--- src/sv/mstt_pkg.sv ---
// shared types, codes and constants of the software timer table
`default_nettype none

package mstt_pkg;

	localparam int REQ_W     = 2;
	localparam int OWNER_W   = 8;
	localparam int EVENT_W   = 8;
	localparam int WAIT_W    = 31;
	localparam int NOW_W     = 32;
	localparam int STATUS_W  = 2;
	localparam int REMOVED_W = 5;

	localparam int SLOT_COUNT_DEF = 16;
	localparam int TICK_BITS_DEF  = 32;

	localparam logic [WAIT_W-1:0]    NO_WAIT     = 31'h7fffffff;
	localparam logic [REMOVED_W-1:0] REMOVED_MAX = 5'd31;

	typedef enum logic [REQ_W-1:0] {
		REQ_START      = 2'd0,
		REQ_STOP_OWNER = 2'd1,
		REQ_STOP_EVENT = 2'd2,
		REQ_TICK       = 2'd3
	} req_code_t;

	typedef enum logic [STATUS_W-1:0] {
		ST_START_OK = 2'd0,
		ST_FULL     = 2'd1,
		ST_EXPIRED  = 2'd2,
		ST_DONE     = 2'd3
	} status_t;

	typedef struct packed {
		logic capture;
		logic rd_en;
		logic emit_summary;
	} ctl_cmd_t;

	typedef struct packed {
		logic advance;
		logic out_free;
	} dp_stat_t;

endpackage

`default_nettype wire

--- src/sv/mstt_req_if.sv ---
// request channel of the software timer table
`default_nettype none

interface mstt_req_if;
	logic                           valid;
	logic                           ready;
	logic [mstt_pkg::REQ_W-1:0]     req_type;
	logic [mstt_pkg::OWNER_W-1:0]   owner_id;
	logic [mstt_pkg::EVENT_W-1:0]   event_kind;
	logic [mstt_pkg::WAIT_W-1:0]    wait_ticks;
	logic [mstt_pkg::NOW_W-1:0]     now_tick;

	modport source (output valid, output req_type, output owner_id, output event_kind,
		output wait_ticks, output now_tick, input ready);
	modport sink (input valid, input req_type, input owner_id, input event_kind,
		input wait_ticks, input now_tick, output ready);
endinterface

`default_nettype wire

--- src/sv/mstt_rsp_if.sv ---
// result channel of the software timer table
`default_nettype none

interface mstt_rsp_if;
	logic                             valid;
	logic                             ready;
	logic [mstt_pkg::STATUS_W-1:0]    status;
	logic [mstt_pkg::OWNER_W-1:0]     expired_owner;
	logic [mstt_pkg::EVENT_W-1:0]     expired_event;
	logic [mstt_pkg::REMOVED_W-1:0]   removed_count;
	logic [mstt_pkg::WAIT_W-1:0]      next_wait;
	logic                             any_pending;
	logic                             last;

	modport source (output valid, output status, output expired_owner, output expired_event,
		output removed_count, output next_wait, output any_pending, output last, input ready);
	modport sink (input valid, input status, input expired_owner, input expired_event,
		input removed_count, input next_wait, input any_pending, input last, output ready);
endinterface

`default_nettype wire

--- src/sv/mstt_ram.sv ---
// generic single write port ram with registered read
`default_nettype none

module mstt_ram #(
	parameter int WIDTH = 8,
	parameter int DEPTH = 16
) (
	input  wire logic                                        clk,
	input  wire logic                                        we,
	input  wire logic [((DEPTH > 1) ? $clog2(DEPTH) : 1)-1:0] waddr,
	input  wire logic [WIDTH-1:0]                            wdata,
	input  wire logic                                        re,
	input  wire logic [((DEPTH > 1) ? $clog2(DEPTH) : 1)-1:0] raddr,
	output      logic [WIDTH-1:0]                            rdata
);

	logic [WIDTH-1:0] mem_q [DEPTH];
	logic [WIDTH-1:0] rdata_q;

	always_ff @(posedge clk) begin
		if (we) begin
			mem_q[waddr] <= wdata;
		end
		if (re) begin
			rdata_q <= mem_q[raddr];
		end
	end

	assign rdata = rdata_q;

endmodule

`default_nettype wire

--- src/sv/mstt_ctrl.sv ---
// controller: sequences capture, slot scan and summary of each request
`default_nettype none

module mstt_ctrl #(
	parameter int SLOT_COUNT = mstt_pkg::SLOT_COUNT_DEF,
	localparam int IDX_W = (SLOT_COUNT > 1) ? $clog2(SLOT_COUNT) : 1
) (
	input  wire logic               clk,
	input  wire logic               arst_n,
	input  wire logic               in_valid,
	output      logic               in_ready,
	input  wire mstt_pkg::dp_stat_t stat,
	output      mstt_pkg::ctl_cmd_t cmd,
	output      logic [IDX_W-1:0]   rd_idx
);

	typedef enum logic [1:0] {
		IDLE,
		SCAN,
		DRAIN,
		SUMMARY
	} state_t;

	localparam logic [IDX_W-1:0] LAST_IDX = IDX_W'(SLOT_COUNT - 1);

	state_t           state_q;
	logic [IDX_W-1:0] idx_q;

	always_comb begin
		in_ready         = (state_q == IDLE);
		cmd.capture      = in_valid && (state_q == IDLE);
		cmd.rd_en        = (state_q == SCAN) && stat.advance;
		cmd.emit_summary = (state_q == SUMMARY) && stat.out_free;
		rd_idx           = idx_q;
	end

	always_ff @(posedge clk or negedge arst_n) begin
		if (!arst_n) begin
			state_q <= IDLE;
			idx_q   <= '0;
		end else begin
			case (state_q)
				IDLE: begin
					if (in_valid) begin
						idx_q   <= LAST_IDX;
						state_q <= SCAN;
					end
				end
				SCAN: begin
					if (stat.advance) begin
						if (idx_q == '0) begin
							state_q <= DRAIN;
						end else begin
							idx_q <= idx_q - 1'b1;
						end
					end
				end
				DRAIN: begin
					if (stat.advance) begin
						state_q <= SUMMARY;
					end
				end
				SUMMARY: begin
					if (stat.out_free) begin
						state_q <= IDLE;
					end
				end
				default: begin
					state_q <= IDLE;
				end
			endcase
		end
	end

endmodule

`default_nettype wire

--- src/sv/mstt_dp.sv ---
// datapath: slot storage, live bits, slot evaluation, summary and result register
`default_nettype none

module mstt_dp #(
	parameter int SLOT_COUNT = mstt_pkg::SLOT_COUNT_DEF,
	parameter int TICK_BITS  = mstt_pkg::TICK_BITS_DEF,
	localparam int IDX_W = (SLOT_COUNT > 1) ? $clog2(SLOT_COUNT) : 1
) (
	input  wire logic                            clk,
	input  wire logic                            arst_n,
	input  wire mstt_pkg::ctl_cmd_t              cmd,
	input  wire logic [IDX_W-1:0]                rd_idx,
	output      mstt_pkg::dp_stat_t              stat,
	input  wire logic [mstt_pkg::REQ_W-1:0]      req_type,
	input  wire logic [mstt_pkg::OWNER_W-1:0]    owner_id,
	input  wire logic [mstt_pkg::EVENT_W-1:0]    event_kind,
	input  wire logic [mstt_pkg::WAIT_W-1:0]     wait_ticks,
	input  wire logic [mstt_pkg::NOW_W-1:0]      now_tick,
	mstt_rsp_if.source                           rsp
);

	localparam int OWN_W  = mstt_pkg::OWNER_W;
	localparam int EV_W   = mstt_pkg::EVENT_W;
	localparam int WT_W   = mstt_pkg::WAIT_W;
	localparam int NB     = (TICK_BITS < mstt_pkg::NOW_W) ? TICK_BITS : mstt_pkg::NOW_W;
	localparam int CMP_W  = (TICK_BITS > WT_W) ? TICK_BITS : WT_W;
	localparam int RAM_W  = OWN_W + EV_W + WT_W + TICK_BITS;

	// request registers
	logic [mstt_pkg::REQ_W-1:0]     req_q;
	logic [OWN_W-1:0]               own_q;
	logic [EV_W-1:0]                ev_q;
	logic [TICK_BITS-1:0]           now_q;
	logic                           full_q;
	logic [WT_W-1:0]                best_q;
	logic                           pend_q;
	logic [mstt_pkg::REMOVED_W-1:0] removed_q;

	logic [SLOT_COUNT-1:0]          live_q;
	logic                           rd_valid_s1;
	logic [IDX_W-1:0]               rd_idx_s1;

	logic                           out_valid_q;
	mstt_pkg::status_t              out_status_q;
	logic [OWN_W-1:0]               out_owner_q;
	logic [EV_W-1:0]                out_event_q;
	logic [mstt_pkg::REMOVED_W-1:0] out_removed_q;
	logic [WT_W-1:0]                out_wait_q;
	logic                           out_pend_q;
	logic                           out_last_q;

	logic [TICK_BITS-1:0]           now_ext;
	logic                           free_found;
	logic [IDX_W-1:0]               free_idx;
	logic                           ram_we;
	logic [RAM_W-1:0]               ram_wdata;
	logic [RAM_W-1:0]               ram_rdata;

	logic [OWN_W-1:0]               r_own;
	logic [EV_W-1:0]                r_ev;
	logic [WT_W-1:0]                r_ivl;
	logic [TICK_BITS-1:0]           r_start;
	logic [TICK_BITS-1:0]           elapsed;
	logic [CMP_W-1:0]               el_c;
	logic                           expired;
	logic [WT_W-1:0]                left;
	logic                           slot_live;
	logic                           is_stop;
	logic                           is_tick;
	logic                           remove;
	logic                           keep;
	logic                           out_free;
	logic                           advance;
	logic                           step;
	logic                           emit_exp;

	always_comb begin
		now_ext         = '0;
		now_ext[NB-1:0] = now_tick[NB-1:0];
	end

	// lowest free slot
	always_comb begin
		free_found = 1'b0;
		free_idx   = '0;
		for (int i = SLOT_COUNT - 1; i >= 0; i--) begin
			if (!live_q[i]) begin
				free_found = 1'b1;
				free_idx   = IDX_W'(i);
			end
		end
	end

	assign ram_we    = cmd.capture && (req_type == mstt_pkg::REQ_START) && free_found;
	assign ram_wdata = {owner_id, event_kind, wait_ticks, now_ext};

	mstt_ram #(
		.WIDTH (RAM_W),
		.DEPTH (SLOT_COUNT)
	) u_slot_ram (
		.clk   (clk),
		.we    (ram_we),
		.waddr (free_idx),
		.wdata (ram_wdata),
		.re    (cmd.rd_en),
		.raddr (rd_idx),
		.rdata (ram_rdata)
	);

	// slot evaluation
	always_comb begin
		r_start   = ram_rdata[TICK_BITS-1:0];
		r_ivl     = ram_rdata[TICK_BITS +: WT_W];
		r_ev      = ram_rdata[TICK_BITS + WT_W +: EV_W];
		r_own     = ram_rdata[TICK_BITS + WT_W + EV_W +: OWN_W];
		elapsed   = now_q - r_start;
		el_c      = CMP_W'(elapsed);
		expired   = el_c >= CMP_W'(r_ivl);
		left      = expired ? '0 : (r_ivl - el_c[WT_W-1:0]);
		slot_live = live_q[rd_idx_s1];
		is_stop   = (req_q == mstt_pkg::REQ_STOP_OWNER) || (req_q == mstt_pkg::REQ_STOP_EVENT);
		is_tick   = (req_q == mstt_pkg::REQ_TICK);
		remove    = slot_live && ((is_stop && (r_own == own_q) &&
			((req_q == mstt_pkg::REQ_STOP_OWNER) || (r_ev == ev_q))) || (is_tick && expired));
		keep      = slot_live && !remove;
		out_free  = !out_valid_q || rsp.ready;
		advance   = !(rd_valid_s1 && is_tick && remove && !out_free);
		step      = rd_valid_s1 && advance;
		emit_exp  = step && is_tick && remove;
	end

	assign stat.advance  = advance;
	assign stat.out_free = out_free;

	always_ff @(posedge clk or negedge arst_n) begin
		if (!arst_n) begin
			live_q      <= '0;
			rd_valid_s1 <= 1'b0;
			out_valid_q <= 1'b0;
		end else begin
			if (ram_we) begin
				live_q[free_idx] <= 1'b1;
			end
			if (step && remove) begin
				live_q[rd_idx_s1] <= 1'b0;
			end
			if (advance) begin
				rd_valid_s1 <= cmd.rd_en;
			end
			if (emit_exp || cmd.emit_summary) begin
				out_valid_q <= 1'b1;
			end else if (rsp.ready) begin
				out_valid_q <= 1'b0;
			end
		end
	end

	always_ff @(posedge clk) begin
		if (cmd.capture) begin
			req_q     <= req_type;
			own_q     <= owner_id;
			ev_q      <= event_kind;
			now_q     <= now_ext;
			full_q    <= (req_type == mstt_pkg::REQ_START) && !free_found;
			best_q    <= mstt_pkg::NO_WAIT;
			pend_q    <= 1'b0;
			removed_q <= '0;
		end else if (step) begin
			if (keep) begin
				pend_q <= 1'b1;
				if (left < best_q) begin
					best_q <= left;
				end
			end
			if (is_stop && remove && (removed_q != mstt_pkg::REMOVED_MAX)) begin
				removed_q <= removed_q + 1'b1;
			end
		end
		if (advance && cmd.rd_en) begin
			rd_idx_s1 <= rd_idx;
		end
		if (emit_exp) begin
			out_status_q  <= mstt_pkg::ST_EXPIRED;
			out_owner_q   <= r_own;
			out_event_q   <= r_ev;
			out_removed_q <= '0;
			out_wait_q    <= '0;
			out_pend_q    <= 1'b0;
			out_last_q    <= 1'b0;
		end else if (cmd.emit_summary) begin
			if (req_q == mstt_pkg::REQ_START) begin
				out_status_q <= full_q ? mstt_pkg::ST_FULL : mstt_pkg::ST_START_OK;
			end else begin
				out_status_q <= mstt_pkg::ST_DONE;
			end
			out_owner_q   <= '0;
			out_event_q   <= '0;
			out_removed_q <= removed_q;
			out_wait_q    <= best_q;
			out_pend_q    <= pend_q;
			out_last_q    <= 1'b1;
		end
	end

	assign rsp.valid         = out_valid_q;
	assign rsp.status        = out_status_q;
	assign rsp.expired_owner = out_owner_q;
	assign rsp.expired_event = out_event_q;
	assign rsp.removed_count = out_removed_q;
	assign rsp.next_wait     = out_wait_q;
	assign rsp.any_pending   = out_pend_q;
	assign rsp.last          = out_last_q;

endmodule

`default_nettype wire

--- src/sv/multi_slot_software_timer_table.sv ---
// Table of SLOT_COUNT one-shot timers. A start request stores a timer in the lowest free
// slot (status full when none is free); a stop request frees the slots that match the
// owner, or owner and event; a tick request expires every slot whose elapsed time modulo
// 2^TICK_BITS reaches its interval and returns one expired result per slot, highest slot
// first. Every request closes with one summary result (last set) carrying the least
// remaining time over the live slots and a pending flag. A request is captured and stored,
// then its slots are scanned, one slot read a cycle while the result side does not stall,
// from the single read port of the slot ram; then the last slot is finished and the summary
// issued. A stalled expired result holds the scan. Live bits are flip-flops cleared at
// reset, so no clearing pass follows reset; the next request is taken while the summary
// still waits in the result register.
`default_nettype none

module multi_slot_software_timer_table #(
	parameter int SLOT_COUNT = mstt_pkg::SLOT_COUNT_DEF,
	parameter int TICK_BITS  = mstt_pkg::TICK_BITS_DEF
) (
	input wire logic   clk,
	input wire logic   arst_n,
	mstt_req_if.sink   req,
	mstt_rsp_if.source rsp
);

	localparam int IDX_W = (SLOT_COUNT > 1) ? $clog2(SLOT_COUNT) : 1;

	mstt_pkg::ctl_cmd_t cmd;
	mstt_pkg::dp_stat_t stat;
	logic [IDX_W-1:0]   rd_idx;
	logic               in_ready;

	assign req.ready = in_ready;

	mstt_ctrl #(
		.SLOT_COUNT (SLOT_COUNT)
	) u_ctrl (
		.clk      (clk),
		.arst_n   (arst_n),
		.in_valid (req.valid),
		.in_ready (in_ready),
		.stat     (stat),
		.cmd      (cmd),
		.rd_idx   (rd_idx)
	);

	mstt_dp #(
		.SLOT_COUNT (SLOT_COUNT),
		.TICK_BITS  (TICK_BITS)
	) u_dp (
		.clk        (clk),
		.arst_n     (arst_n),
		.cmd        (cmd),
		.rd_idx     (rd_idx),
		.stat       (stat),
		.req_type   (req.req_type),
		.owner_id   (req.owner_id),
		.event_kind (req.event_kind),
		.wait_ticks (req.wait_ticks),
		.now_tick   (req.now_tick),
		.rsp        (rsp)
	);

endmodule

`default_nettype wire

--- src/flat_wrapper.sv ---
// flat-port wrapper written by rule: the top's interface ports become plain ports
module multi_slot_software_timer_table_flat 
#(
	parameter int SLOT_COUNT = mstt_pkg::SLOT_COUNT_DEF,
	parameter int TICK_BITS  = mstt_pkg::TICK_BITS_DEF
)
  (clk, arst_n, req_valid, req_req_type, req_owner_id, req_event_kind, req_wait_ticks, req_now_tick, req_ready, rsp_valid, rsp_status, rsp_expired_owner, rsp_expired_event, rsp_removed_count, rsp_next_wait, rsp_any_pending, rsp_last, rsp_ready);
  mstt_req_if req_i ();
  mstt_rsp_if rsp_i ();
  input wire logic clk;
  input wire logic arst_n;
  input wire logic [$bits(req_i.valid)-1:0] req_valid;
  input wire logic [$bits(req_i.req_type)-1:0] req_req_type;
  input wire logic [$bits(req_i.owner_id)-1:0] req_owner_id;
  input wire logic [$bits(req_i.event_kind)-1:0] req_event_kind;
  input wire logic [$bits(req_i.wait_ticks)-1:0] req_wait_ticks;
  input wire logic [$bits(req_i.now_tick)-1:0] req_now_tick;
  output wire logic [$bits(req_i.ready)-1:0] req_ready;
  output wire logic [$bits(rsp_i.valid)-1:0] rsp_valid;
  output wire logic [$bits(rsp_i.status)-1:0] rsp_status;
  output wire logic [$bits(rsp_i.expired_owner)-1:0] rsp_expired_owner;
  output wire logic [$bits(rsp_i.expired_event)-1:0] rsp_expired_event;
  output wire logic [$bits(rsp_i.removed_count)-1:0] rsp_removed_count;
  output wire logic [$bits(rsp_i.next_wait)-1:0] rsp_next_wait;
  output wire logic [$bits(rsp_i.any_pending)-1:0] rsp_any_pending;
  output wire logic [$bits(rsp_i.last)-1:0] rsp_last;
  input wire logic [$bits(rsp_i.ready)-1:0] rsp_ready;
  assign req_i.valid = req_valid;
  assign req_i.req_type = req_req_type;
  assign req_i.owner_id = req_owner_id;
  assign req_i.event_kind = req_event_kind;
  assign req_i.wait_ticks = req_wait_ticks;
  assign req_i.now_tick = req_now_tick;
  assign req_ready = req_i.ready;
  assign rsp_valid = rsp_i.valid;
  assign rsp_status = rsp_i.status;
  assign rsp_expired_owner = rsp_i.expired_owner;
  assign rsp_expired_event = rsp_i.expired_event;
  assign rsp_removed_count = rsp_i.removed_count;
  assign rsp_next_wait = rsp_i.next_wait;
  assign rsp_any_pending = rsp_i.any_pending;
  assign rsp_last = rsp_i.last;
  assign rsp_i.ready = rsp_ready;
  multi_slot_software_timer_table #(.SLOT_COUNT(SLOT_COUNT), .TICK_BITS(TICK_BITS)) u_core (.clk(clk), .arst_n(arst_n), .req(req_i), .rsp(rsp_i));
endmodule
--- config.mk ---
export PLATFORM = sky130hd
export DESIGN_NAME = multi_slot_software_timer_table_flat
export DESIGN_NICKNAME = d
export VERILOG_FILES = /design/src/sv/mstt_pkg.sv /design/src/sv/mstt_req_if.sv /design/src/sv/mstt_rsp_if.sv /design/src/sv/mstt_ram.sv /design/src/sv/mstt_ctrl.sv /design/src/sv/mstt_dp.sv /design/src/sv/multi_slot_software_timer_table.sv /design/src/flat_wrapper.sv
export SDC_FILE = /design/constraint.sdc
export NUM_CORES = 2
export LEC_CHECK = 0
export CAP_MARGIN = 20
export CORE_MARGIN = 4
export CORE_UTILIZATION = 40
export CTS_CLUSTER_DIAMETER = 80
export DETAILED_ROUTE_END_ITERATION = 8
export DONT_BUFFER_PORTS = 1
export MAX_ROUTING_LAYER = met4
export SLEW_MARGIN = 20
export SYNTH_ARGS = -nofsm -noshare
export SYNTH_HDL_FRONTEND = slang
export SYNTH_SLANG_ARGS = --single-unit
--- constraint.sdc ---
create_clock -name clk -period 7.8 [get_ports clk]
set_input_delay 0.39 -clock clk [delete_from_list [all_inputs] [get_ports clk]]
set_output_delay 0.39 -clock clk [all_outputs]
set_load 0.005 [all_outputs]
# Word level (Yosys, flattened, before mapping)
# Memory sizes are Yosys's and may differ from the RTL's. A register that Yosys moved wholly into a read port is not among the register bits.
# Index checks and enable logic that the tools add are counted.
op_classes:
  add_sub_neg: 4
  multipliers: 0
  n_div: 0
  n_lt_le_gt_ge: 6
  eq_ne: 15
  n_shift: 0
  muxes: 60
  n_bitwise: 3
  reduce_logical: 45
op_table:
  columns: ["op", "count"]
  rows:
  - ["two-way mux 4 bit", 19]
  - [">= comparator 32 x 31 -> 1 bit", 1]
  - ["two-way mux 16 bit", 2]
  - ["subtractor 32 bit", 1]
  - ["less-than comparator 31 bit", 1]
  - ["two-way mux 31 bit", 1]
  - ["subtractor 31 bit", 1]
  - ["two-way mux 1 bit", 24]
  - ["two-way mux 8 bit", 3]
  - ["logical AND 1 bit", 23]
  - ["AND 16 bit", 1]
  - ["== test 8 bit", 2]
  - ["NOT 16 bit", 1]
  - ["OR 16 bit", 1]
  - ["two-way mux 2 bit", 6]
  - ["less-than comparator 4 x 5 -> 1 bit, second input constant", 2]
  - ["!= test 2 bit, second input constant", 5]
  - ["demux 1 bit (select 4 bit)", 2]
  - ["== test 2 bit, second input constant", 4]
  - [">= comparator 4 x 1 -> 1 bit, second input constant", 2]
  - ["case mux 2 bit (4 select lines)", 1]
  - ["case mux 4 bit (2 select lines)", 1]
  - ["logical NOT 2 bit", 3]
  - ["nonzero test 2 bit", 3]
  - ["13 further kinds", 23]
word_totals:
  reg_bits: 172
  latch_bits: 0
  mem_bits_rw: 1264
  romBits: 0
  output_inout_bits: 58
  n_memories: 1
memory_table:
  columns: ["name", "depth", "word_bits", "rd", "rd_clocked_by_memory_dff", "wr", "line", "text"]
  rows:
  - ["u_core.u_dp.u_slot_ram.mem_q", 16, 79, 1, 1, 1, "mstt_ram.sv:17", "logic [WIDTH-1:0] mem_q [DEPTH];"]

# Longest topological paths before layout
depth:
  word_depth: 24
  ltp_mapped: 37
  ltp_nobuf: 34

# Modules after synthesis
# From an unflattened synthesis, not the netlist that was laid out.
unflattened:
  hier_cells: 3347
  area_unflattened_um2: 61704.2
modules_own_cells:
  columns: ["module", "n_inst", "cells_each", "area_per_inst_um2", "seq_area_each_um2"]
  rows:
  - ["mstt_ram", 1, 2028, 49673.9, 40328.7]
  - ["mstt_dp", 1, 1267, 11527.3, 4124.0]
  - ["mstt_ctrl", 1, 52, 503.0, 150.1]

# Least setup slack after synthesis
# OpenSTA, ideal clock, no wires.
synth_path:
  kind: "reg2reg"
  from: "reg u_core.u_ctrl.state_q[0]"
  to: "mem u_core.u_dp.u_slot_ram.mem_q[12][0] in the netlist's numbering (enable)"
  setup_ns: 0.616
  arrival_time_ns: 6.989
  t_required_ns: 7.184
  setup_slack_ns: 0.195
  path_stages_with_launch: 8
  synth_period_minus_slack_ns: 7.605
  path_cell_list: "dfrtp_1 -> inv_1 -> ha_1 -> nand2_1 -> or3_1 -> nor2_1 -> nand3_1 -> nor3_1"
synth_between:
  elab_chain_cells: 6
synth_rtl:
  columns: ["element", "line", "text"]
  rows:
  - ["from (decl)", "mstt_ctrl.sv:26", "state_t state_q;"]
  - ["from (signal assigned)", "mstt_ctrl.sv:39", "state_q <= IDLE;"]
  - ["from (signal assigned)", "mstt_ctrl.sv:46", "state_q <= SCAN;"]
  - ["from (signal assigned)", "mstt_ctrl.sv:52", "state_q <= DRAIN;"]
  - ["logical NOT 2 bit", null, null]
  - ["named net req_ready", "flat_wrapper.sv:18", "output wire logic [$bits(req_i.ready)-1:0] req_ready;"]
  - ["logical AND 1 bit", "mstt_ctrl.sv:31", "cmd.capture = in_valid && (state_q == IDLE);"]
  - ["logical AND 1 bit (2 in series)", "mstt_dp.sv:94", "assign ram_we = cmd.capture && (req_type == mstt_pkg::REQ_START) && free_found;"]
  - ["two-way mux 1 bit", "mstt_ram.sv:21", "if (we) begin"]
  - ["two-way mux 1 bit (not written as such)", "mstt_ram.sv:22", "mem_q[waddr] <= wdata;"]
  - ["to (decl)", "mstt_ram.sv:17", null]
# The timed path passes the listed nets, and every way through them passes these cells.

# Final worst setup path
layout_path:
  from: "reg u_core.u_dp.u_slot_ram.rdata_q[0] (netlist: u_core.u_dp.u_slot_ram.rdata[0]), read port of u_core.u_dp.u_slot_ram.mem_q"
  to: "reg u_core.u_dp.best_q[11]"
layout_rtl:
  columns: ["element", "line", "text"]
  rows:
  - ["from (decl)", "mstt_ram.sv:18", "logic [WIDTH-1:0] rdata_q;"]
  - ["subtractor 32 bit (*)", "mstt_dp.sv:116", "elapsed = now_q - r_start;"]
  - ["subtractor 31 bit or >= comparator 32 x 31 -> 1 bit (tied branches)", "mstt_dp.sv:119, mstt_dp.sv:118", null]
  - ["two-way mux 31 bit (*)", "mstt_dp.sv:119", "left = expired ? '0 : (r_ivl - el_c[WT_W-1:0]);"]
  - ["named net u_core.u_dp.left[25]", "mstt_dp.sv:66", "logic [WT_W-1:0] left;"]
  - ["less-than comparator 31 bit (*)", "mstt_dp.sv:171", "if (left < best_q) begin"]
  - ["AND reduction 3 bit (no source line) (*)", null, null]
  - ["to (signal assigned)", "mstt_dp.sv:165", "best_q <= mstt_pkg::NO_WAIT;"]
  - ["to (signal assigned)", "mstt_dp.sv:172", "best_q <= left;"]
  - ["to (decl)", "mstt_dp.sv:35", "logic [WT_W-1:0] best_q;"]
# The timed path passes the listed nets; every way through them passes the cells marked *.
# A chain may end at the register's enable or synchronous reset.

==> impl_results.md <==
- Placer Congestion: roughly 0.86
- CP Capture Type: flop
- Routed wire per std cell: 26.8 microns
- Die Width: roughly 400 microns
- Vias per cell: 5.50
- M2 GR Usage: roughly 30%
- Synth-to-Final Area Change: 14.3%
- Share of cells above drive strength 1: between 20% and 30%
- Syn nets: approximately 3,400
- Residual DRC: 0
- Gr busiest metal: met2
- Critical path class: reg -> reg
- Met3 GRT Util: ~3.7%
- DIE AREA: between 150,000 and 200,000 sq um
- Peak supply drop: 288 uV
- Ys Warns: 0
- Top_reg_cell synth: edfxtp_1
- Syn Area/Cell: 19.5 sq um
- First-pass DRT Iterations: 5
- Run status: finished clean
- RSZ-0062 raised after global routing: no
- Detail Placement HPWL: 83.3 mm
- Post-synth EDFFs: around 1,400
- Clk root buf: clkbuf_16
- # H-tree levels: 4
- Total Power: approximately 0.028 W
- Largest family of logic cells by synthesized area: multiplexers
- Crit Path Max Fanout: 20
- Synthesized flop and latch total: 1,515
- Final hold vios: 0
- Layout net count: between 3,000 and 4,000
- Slew Limit Fails: 0
- Core area: 152,000 sq um
- Synth Area in Compound Gates: approximately 3.6%
- Simple-gate share of the synthesized area: around 3.1%
- 1st-iter DRT viols: slightly below 3,000
- Static leakage: 23.5 nW
- Reg clk slew, reported paths: around 0.060 ns
- Total routed wirelength: between 100 and 150 mm
- Hold Path Class: in -> reg
- Post-synthesis mux area share: between 10% and 20%
- Gr ovfl total: 0
- CTS tree: yes
- Routed vias: 30,400
- Period utilisation layout: between 90 and 100%
- Synth Area in Adders: around 2.8%
- Power Dens Cells: 402 nW/um^2
- Die H: roughly 400 microns
- I/O pins: approximately 140
- Post-route setup slack: slightly above 0.5 ns
- Area contributors post-synth: edfxtp_1 69%, mux4_2 15%, ha_1 2.7%
- Maximum root-to-sink buffer count: 3
- Final min period: 7.29 ns
- Buffers on Ports: 0
- Relative slew slack: 27.9%
- Initial antenna violation count: 21
- Critical Path AT: slightly below 8 ns
- Post-Syn Instances: roughly 3,100
- CP max-delay cell: fa_1
- Largest net degree at the start of global routing: between 100 and 150
- GRT Util Overall: a little under a fifth
- Req. time, crit path: about 8.5 ns
- Post-synthesis async set-or-reset flop share: around 1.6%
- Synth Cell Area: 61,300 sq um
- TritonCTS Buffers: roughly 160
- DRT antenna net count: 0
- Peak Freq: 0.137 GHz
- Initial core utilization: approximately 40%
- Worst path max stage delay: around 0.40 ns
- Vias in the first global route: roughly 30,000
- Max-Cap Viols: 0
- Yosys top cell area share: around 69%
- Final setup violating endpoints: 0
- Pre-CTS setup slack: -0.166 ns
- Clk_lat worst skew: roughly 0.8 ns
- Num rows: approximately 140
- First-pass GRT wire length: ~220 mm
- Measured slew at the worst slew-check pin: between 1 and 1.5 ns
- Post-synthesis xor/xnor area fraction: between 1 and 1.5%
- Sequential share of the synthesized area: approximately 73%
- Startpoint types: flop
- M1 GR Usage: a little over a quarter
- Sink Count: roughly 1,500
- Unique masters post-synth: between 70 and 80
- Final setup skew: between 0.02 and 0.03 ns
- Largest area contributor in the netlist: edfxtp_1
- Fin Hold WS: around 0.073 ns
cells in the mapped netlist (8+ instances only):
| master | n |
|---|---|
| o211ai_1 | 8 |
| nand2b_1 | 15 |
| o311ai_1 | 19 |
| nor2b_1 | 12 |
| o21ai_0 | 50 |
| dfxtp_1 | 77 |
| mux4_2 | 399 |
| nand3_1 | 37 |
| ha_1 | 132 |
| xor2_1 | 28 |
| dfrtp_1 | 24 |
| nand2_1 | 159 |
| a211oi_1 | 10 |
| inv_1 | 156 |
| buf_1 | 41 |
| nand4_1 | 17 |
| o22a_1 | 13 |
| edfxtp_1 | 1414 |
| and2_1 | 23 |
| xnor2_1 | 43 |
| a21o_1 | 42 |
| nor2_1 | 86 |
| o21bai_1 | 8 |
| o21a_1 | 14 |
| buf_2 | 14 |
| a21oi_1 | 108 |
| clkbuf_1 | 70 |
| mux2i_1 | 8 |
| nor3_1 | 16 |
cells by family (layout without fill, tap and decap cells):
| group | count (synthesis) | count (layout) |
|---|---|---|
| compound gates | 329 | 329 |
| xor+xnor | 71 | 71 |
| buf+inv | 284 | 603 |
| fa+ha+maj | 134 | 134 |
| mux | 410 | 410 |
| other cells | 0 | 22 |
| simple gates | 406 | 406 |
| flops | 1515 | 1515 |
flip-flops by register name, indices dropped and copies added (netlist names), 2 cells and up:
| name | cells |
|---|---|
| u_core.u_ctrl.state_q | 2 |
| u_core.u_dp.live_q | 16 |
| u_core.u_dp.req_q | 2 |
| u_core.u_dp.u_slot_ram.rdata | 79 |
| u_core.u_dp.rsp.expired_event | 8 |
| u_core.u_dp.rsp.next_wait | 31 |
| u_core.u_dp.rsp.expired_owner | 8 |
| u_core.u_dp.rsp.status | 2 |
| u_core.u_dp.ev_q | 8 |
| u_core.u_ctrl.rd_idx | 4 |
| u_core.u_dp.best_q | 31 |
| u_core.u_dp.now_q | 32 |
| u_core.u_dp.u_slot_ram.mem_q | 1264 |
| u_core.u_dp.rsp.removed_count | 5 |
| u_core.u_dp.own_q | 8 |
| u_core.u_dp.rd_idx_s1 | 4 |
| u_core.u_dp.removed_q | 5 |
layout make-up:
| type | count | area [sq um] |
|---|---|---|
| inverters | 157 | 591 |
| well taps | 2030 | 2540 |
| clock buffers | 215 | 4230 |
| multi-input cells | 1350 | 15700 |
| diodes | 22 | 55.1 |
| repair buffers | 159 | 1610 |
| fillers | 12800 | 82100 |
| clock inverters | 72 | 617 |
| flip-flops and latches | 1515 | 44600 |
layout by cell type (no fill, tap or decap), types with 43 or more instances in the layout:
cell           count
a21oi_1          106
buf_4             59
clkbuf_1          52
clkbuf_16        161
dfxtp_1           77
dlygate4sd3_1     85
edfxtp_1        1414
ha_1             131
inv_1            156
mux4_2           399
nand2_1          158
nor2_1            74
o21ai_0           47
xnor2_1           43
power by group:
| group | switching (W) | total [W] | internal (W) |
|---|---|---|---|
| Sequential | 0.000636 | 0.0103 | 0.00964 |
| Combinational | 0.00613 | 0.0108 | 0.00463 |
| Clock | 0.00306 | 0.00708 | 0.00402 |
| Total | 0.00983 | 0.0281 | 0.0183 |
through the flow:
step | cell area, sq um | cells | setup TNS [ns] | utilization [%]
2_1_floorplan | 61300 | 3149 | 0 | -
3_3_place_gp | 64100 | 5122 | 0 | 42.2
3_5_place_dp | 64100 | 5122 | -2.37 | 42.2
4_1_cts | 69800 | 5496 | 0 | 45.9
5_1_grt | 70000 | 5516 | 0 | 46.0
6_report | 70000 | 5520 | 0 | 46.0
final timing paths:
kind	startpoint	endpoint	slack [ns]	cells after the start
worst max-delay path	u_core.u_dp.u_slot_ram.rdata[0]$_DFFE_PP_	u_core.u_dp.best_q[11]$_SDFFE_PP1P_	0.51	34
worst min-delay path	req_valid	u_core.u_ctrl.rd_idx[0]$_DFFE_PN0P_	0.07	3
worst max register to register	u_core.u_dp.u_slot_ram.rdata[0]$_DFFE_PP_	u_core.u_dp.best_q[11]$_SDFFE_PP1P_	0.51	34
worst min register to register	u_core.u_dp.pend_q$_SDFFE_PP0P_	u_core.u_dp.rsp.any_pending$_SDFFE_PP0P_	0.46	2
max in group asynchronous	arst_n	u_core.u_ctrl.rd_idx[2]$_DFFE_PN0P_	6.25	4
min in group asynchronous	arst_n	u_core.u_ctrl.rd_idx[3]$_DFFE_PN0P_	0.58	3
what timing repair did:
action                                  in CTS  in global routing
endpoints found under the setup margin      31                 31
hold buffers                                86                  0
endpoints found under the hold margin     1364                  0
gates resized for setup                      0                 15
setup buffers                                1                  0
pin swaps                                    1                  1
gates cloned                                 0                  1
worst max-delay path: cells and delay by family (launching register included):
kind,cells,cell delay (ns)
AO/OA/AOI/OAI,21,3.95
XOR/XNOR,1,0.15
adder cells (fa/ha/maj),4,1.18
buffers and inverters,3,0.68
flip-flops,1,0.37
AND/OR/NAND/NOR,5,0.80
layer usage:
metal	share of wire [%]	wire [microns]
met5	0	0
met4	2.3	3470
met3	6.0	8890
met2	48	70600
met1	44	65000
No activity file was read; power rests on OpenSTA's default activity.
